File: src/hdl/crtt_pkg.sv
package crtt_pkg;

  // Fixed field widths of the beat payloads.
  localparam int unsigned AddrW      = 64;
  localparam int unsigned SizeW      = 16;
  localparam int unsigned KindW      = 3;
  localparam int unsigned DepthOutW  = 7;

  // Default number of shadow stack cells.
  localparam int unsigned StackDepthDef = 64;

  // Transition classes reported for every block.
  typedef enum logic [KindW-1:0] {
    KIND_START = 3'd0,
    KIND_SEQ   = 3'd1,
    KIND_CALL  = 3'd2,
    KIND_RET   = 3'd3,
    KIND_JUMP  = 3'd4
  } kind_e;

  // Sequencer states of the top level.
  typedef enum logic {
    S_IDLE = 1'b0,
    S_EVAL = 1'b1
  } state_e;

  // Control broadcast from the sequencer to every stack cell.
  typedef struct packed {
    logic              capture;
    logic              push;
    logic [AddrW-1:0]  pc;
    logic [AddrW-1:0]  push_ret;
    logic [AddrW-1:0]  push_caller;
  } cell_ctrl_t;

  // Data handed from one cell to the next lower cell.
  typedef struct packed {
    logic              found;
    logic [AddrW-1:0]  caller;
  } cell_chain_t;

endpackage

File: src/hdl/crtt_cell.sv
module crtt_cell #(
  parameter int unsigned STACK_DEPTH = crtt_pkg::StackDepthDef,
  parameter int unsigned IDX         = 0
) (
  input  logic                                clk_i,
  input  logic                                rst_ni,
  input  crtt_pkg::cell_ctrl_t                ctrl_i,
  input  logic [$clog2(STACK_DEPTH+1)-1:0]    count_i,
  input  crtt_pkg::cell_chain_t               chain_i,
  input  logic [$clog2(STACK_DEPTH)-1:0]      idx_i,
  output crtt_pkg::cell_chain_t               chain_o,
  output logic [$clog2(STACK_DEPTH)-1:0]      idx_o
);
  import crtt_pkg::*;

  localparam int unsigned CntW = $clog2(STACK_DEPTH + 1);
  localparam int unsigned IdxW = $clog2(STACK_DEPTH);

  logic [AddrW-1:0] ret_q;
  logic [AddrW-1:0] caller_q;
  logic             hit_q;
  logic             hit_d;
  logic             live;
  logic             sel;

  // The cell holds a live entry while its slot lies below the stack count.
  assign live = CntW'(IDX) < count_i;

  // Entry storage: written by a push aimed at this slot.
  always_ff @(posedge clk_i) begin
    if (ctrl_i.push && (count_i == CntW'(IDX))) begin
      ret_q    <= ctrl_i.push_ret;
      caller_q <= ctrl_i.push_caller;
    end
  end

  // Return-address compare, registered when a beat is captured.
  assign hit_d = live && (ret_q == ctrl_i.pc);

  always_ff @(posedge clk_i or negedge rst_ni) begin
    if (!rst_ni) begin
      hit_q <= 1'b0;
    end else if (ctrl_i.capture) begin
      hit_q <= hit_d;
    end
  end

  // Only the topmost hitting cell places its caller and slot on the chain.
  assign sel            = hit_q && !chain_i.found;
  assign chain_o.found  = chain_i.found || hit_q;
  assign chain_o.caller = chain_i.caller | (sel ? caller_q : '0);
  assign idx_o          = idx_i | (sel ? IdxW'(IDX) : '0);

endmodule

File: config.mk
export PLATFORM = sky130hd
export DESIGN_NAME = crtt_cell
export DESIGN_NICKNAME = d
export VERILOG_FILES = /design/src/hdl/crtt_pkg.sv /design/src/hdl/crtt_cell.sv
export SDC_FILE = /design/constraint.sdc
export NUM_CORES = 1
export LEC_CHECK = 0
export BUFFER_PORTS_ARGS = -buffer_cell sky130_fd_sc_hd__buf_2
export CAP_MARGIN = 20
export CORE_AREA = 2 2 136 138
export CTS_CLUSTER_DIAMETER = 150
export CTS_CLUSTER_SIZE = 20
export DETAILED_ROUTE_END_ITERATION = 10
export DIE_AREA = 0 0 138 140
export GPL_TIMING_DRIVEN = 0
export SYNTH_ARGS = -nofsm -noshare
export SYNTH_HDL_FRONTEND = slang
export SYNTH_SLANG_ARGS = --single-unit
File: constraint.sdc
create_clock -name clk_i -period 2.4 [get_ports clk_i]
set_input_delay 0.48 -clock clk_i [delete_from_list [all_inputs] [get_ports clk_i]]
set_output_delay 0.48 -clock clk_i [all_outputs]
set_load 0.02 [all_outputs]
Word level (Yosys, flattened, before mapping)
Index checks and enable logic that the tools add are counted.

Register bits: 129. Bits of input ports: 274. Logic and storage cells: 13. Output and inout bits: 71.

$lt $le $gt $ge: 1. Multiplexer cells: 1. Reductions and logical operators: 6. Bitwise gates (word level): 1. Equal/unequal tests: 1.

Operator list (count): $eq A64 B64 Y1 (1); $mux W64 (1); $or A64 B64 Y64 (1); $logic_not A7 Y1 (1); $lt A1 B7 Y1 const A (1); $logic_and A1 B1 Y1 (3); $logic_not A1 Y1 (1); $logic_or A1 B1 Y1 (1).

Longest topological paths before layout
Word-level depth: 4. Gate-level depth with buffers: 5. Gate-level depth less buffers: 5.

Least setup slack after synthesis
Ideal clock, no wire load.

Path type: input to register. Start: input count_i[2]. End: register caller_q[0], enable pin. Library setup time: 502 ps. Cell stages on the path: 3. Required time: 1898 ps. Slack: -2271 ps. Data arrival time: 4169 ps. Path buffers: 0. Path through: or4_1 -> nor4_2 -> and2_1.

Longest elaborated chain between the ends: 2.

Ends and longest elaborated chain: start: declaration (RTL line crtt_cell.sv:8) `input logic [$clog2(STACK_DEPTH+1)-1:0] count_i,`; $logic_not A7 Y1 (RTL line crtt_cell.sv:31) `if (ctrl_i.push && (count_i == CntW'(IDX))) begin`; $logic_and A1 B1 Y1 (RTL line crtt_cell.sv:31); end signal: assignment (RTL line crtt_cell.sv:33) `caller_q <= ctrl_i.push_caller;`; end: declaration (RTL line crtt_cell.sv:20) `logic [AddrW-1:0] caller_q;`.

Every way passes these cells. A chain may end at the register's enable or synchronous reset.

==> results by group <==
Logic synthesis
  – Largest area contributor in the netlist: edfxtp_1
  – Seq/Total Area, Yosys: 74.2%
  – Net Count, Synth: 580
  – Area share of fa/ha/maj cells after synthesis: 0%
  – Compound-Gate Fraction of Synth Area: 10.8%
  – Post-synth ARST share: 0.775%
  – Distinct cells, synth: 25
  – Yosys top cell area share: 73.7%
  – XOR/XNOR Fraction of Synth Area: 9.75%
  – Count leader, synth: edfxtp_1
  – Avg Cell Area, Syn: 17.0 µm²
  – Top cells by area, synth: edfxtp_1, a21o_1, xnor2_1
  – Most frequent cells after synthesis: edfxtp_1, a21o_1, xnor2_1
  – Cell count after synthesis: 306
  – Simple-gate area share of the yosys netlist: 3.34%
  – Largest family of logic cells by synthesized area: compound AO/OA/AOI/OAI gates
  – Ys flop type: edfxtp_1
  – Post-synthesis mux area share: 0%
  – Ys Warns: 0
  – Post-Synthesis Cell Area: 5210 µm²
  – Yosys reg bits: 129
  – Post-synth EDFFs: 128

Detailed routing
  – Post-DRT Antenna Nets: 0
  – Final wirelength: 14900 µm
  – DRC violation count after routing: 0
  – Drt pass-1 iters: 4
  – Met2 wire len: 7830 µm
  – Via count: 3918
  – Wire length on met3: 1350 µm
  – Max layer used: met5
  – Post-Route M1 WL: 5500 µm
  – Via/cell ratio: 4.31
  – Wire per inst: 16.4 µm
  – Starting DRT DRC Count: 115

Worst hold path
  – Hold EP: caller_q[40]
  – WHS Path Cells: 1
  – Hold Crit Start: ctrl_i[40]
  – Hold/Removal Path Class: primary input to flip-flop

STA
  – Pins Over Slew Limit: 0
  – Slew HR: 44.0%
  – RSZ-0062 raised after global routing: false
  – Number of setup violations in the final report: 0
  – Least-Margin Pin Slew: 0.840 ns
  – F_max: 441 MHz
  – Final Cycle Share: 94.4%
  – Endpoints failing hold: 0
  – Clk_skew: 0.00475 ns
  – Final min period: 2.27 ns

Final layout
  – Area Overhead vs Synth: 50.7%
  – Share of cells above drive strength 1: 57.4%
  – Final net count: 940
  – Non-Filler Instances: 908
  – Design area: 7860 µm²
  – Final Util: 44.2%

Critical path
  – CP Data Required Time: 1.92 ns
  – CP peak stage delay: 0.34 ns
  – Crit path cell chain: inv_1 > nor2_4 > buf_2 > a21o_1 > buf_2
  – Crit. End Element: output pin
  – CP most frequent cell: buf_2
  – Reg2reg end: hit_q
  – R2R cell count: 5
  – CP max FO: 10
  – CP arrival: 1.79 ns
  – Slowest CP cell: dfrtp_1
  – Worst Setup Path Type: flip-flop to output pin
  – R2r setup slk: 0.68 ns
  – RR Startpoint: ret_q[30]
  – CP startpoint kind: flip-flop

CTS
  – H-tree levels: 4
  – Skew-Pair Late Insertion Delay: 0.40 ns
  – CTS Buffer Depth: 2
  – TritonCTS clock tree: yes
  – Root Driver: clkbuf_16
  – CTS sink cnt: 129
  – Clock transition at path regs: 0.06 ns
  – Cts bufs inserted: 17

Floorplanning
  – Initial Utilization: 29.3%
  – Die width: 138 µm
  – Die height: 140 µm
  – I/O pin total: 345
  – FP Rows: 49
  – Core area: 17800 µm²
  – Die area: 19300 µm²

Placement
  – Cells after DPL: 874
  – Final GP Congestion: 0.858
  – PortBufs: 338
  – DP HPWL: 11600 µm
  – Placed cell area: 7230 µm²

GRT
  – Vias in the first global route: 4443
  – Initial antenna violation count: 1
  – Tot GR Track Use: 15.2%
  – GR Overflow Total: 0
  – First-pass GRT wire length: 22700 µm
  – Largest net degree at the start of global routing: 60

Power and ir drop
  – Int Power: 4.38 mW
  – Seq pwr share: 44.7%
  – Clk pwr share: 46.4%
  – Leak: 3.55 nW
  – Pwr Total: 5.57 mW
  – Peak supply drop: 0.440 mV
  – Psw: 1.19 mW
  – Pwr/cell area: 708 nW/µm²
  – Switching Share: 21.3%
  – Comb pwr share: 8.9%

Run
  – Max Cap Viol: 0

Outcome
  – Status: finished clean
## placed cells by master (no fill, tap or decap), drive strengths merged, types with 4 or more instances in the layout
| cell type | count |
|---|---|
| clkbuf | 17 |
| edfxtp | 128 |
| inv | 8 |
| xnor2 | 42 |
| nand4 | 12 |
| xor2 | 16 |
| a21o | 64 |
| clkinv | 7 |
| nor4 | 6 |
| buf | 351 |
| nor2 | 4 |
## through the flow
stage	hold WS (ns)	setup slack, ns	TNS, ns
after floorplan	0.184	-0.164	-20.94
final	0.244	0.134	0
after detailed placement	0.260	-0.499	-53.29
after global placement	0.257	-0.679	-97.08
after CTS	0.224	0.0538	0
after global routing	0.214	0.00754	0
## state kept, by name, summed over array words and instances (netlist names)
register and count:
caller_q 64, hit_q 1, ret_q 64
## cells by family after synthesis
| group | after synthesis |
|---|---|
| AND/OR/NAND/NOR | 29 |
| AO/OA/AOI/OAI | 71 |
| XOR/XNOR | 58 |
| buffers and inverters | 19 |
| flip-flops | 129 |
## what timing repair did
item / in CTS / in global routing
endpoints found under the hold margin: 1 / 0
endpoints found under the setup margin: 123 / 4
pin swaps: 1 / 1
gates cloned: 1 / 0
hold buffers: 1 / 0
gates resized for setup: 3 / 0
buffers inserted: 0 / 0
## cell type report
type	instances	area, µm²
Antenna cell	1	2.50
Buffer	12	77.6
Clock buffer	17	425
Clock inverter	14	166
Fill cell	1668	9920
Inverter	7	26.3
Multi-Input combinational cell	159	1270
Sequential cell	129	3870
Tap cell	229	287
Timing Repair Buffer	340	1730
## worst max path at each step
| stage | from | endpoint | slack [ns] |
|---|---|---|---|
| after global routing | hit_q | chain_o[8] | 0.008 |
| final | hit_q | chain_o[8] | 0.13 |
| after floorplan | count_i[2] | caller_q[0] | -0.16 |
| after CTS | hit_q | chain_o[8] | 0.05 |
| after detailed placement | count_i[2] | caller_q[24] | -0.50 |
| after global placement | count_i[2] | caller_q[25] | -0.68 |
## power by group through the flow
| stage | clock [mW] | combinational [mW] | sequential [mW] |
|---|---|---|---|
| 3_3_place_gp | 0 | 0.485 | 2.54 |
| 4_1_cts | 2.64 | 0.500 | 2.49 |
| 3_5_place_dp | 0 | 0.496 | 2.54 |
| 5_1_grt | 2.75 | 0.537 | 2.49 |
| 2_1_floorplan | 0 | 0.194 | 2.54 |
| 6_report | 2.58 | 0.494 | 2.49 |
## routing by layer
layer  up-vias  GRT usage (%)
met5         -              0
met4         2           4.83
met3        15           5.91
met2       215           27.8
met1      1799           16.2
li1       1887              -
## worst max-delay path, delay by kind of cell (launching register included)
family	cells	cell delay, ns
and+or+nand+nor	1	0.31
AOI/OAI and AO/OA	1	0.18
buffers and inverters	3	0.54
DFF	1	0.34
(Power assumes the default switching activity.)
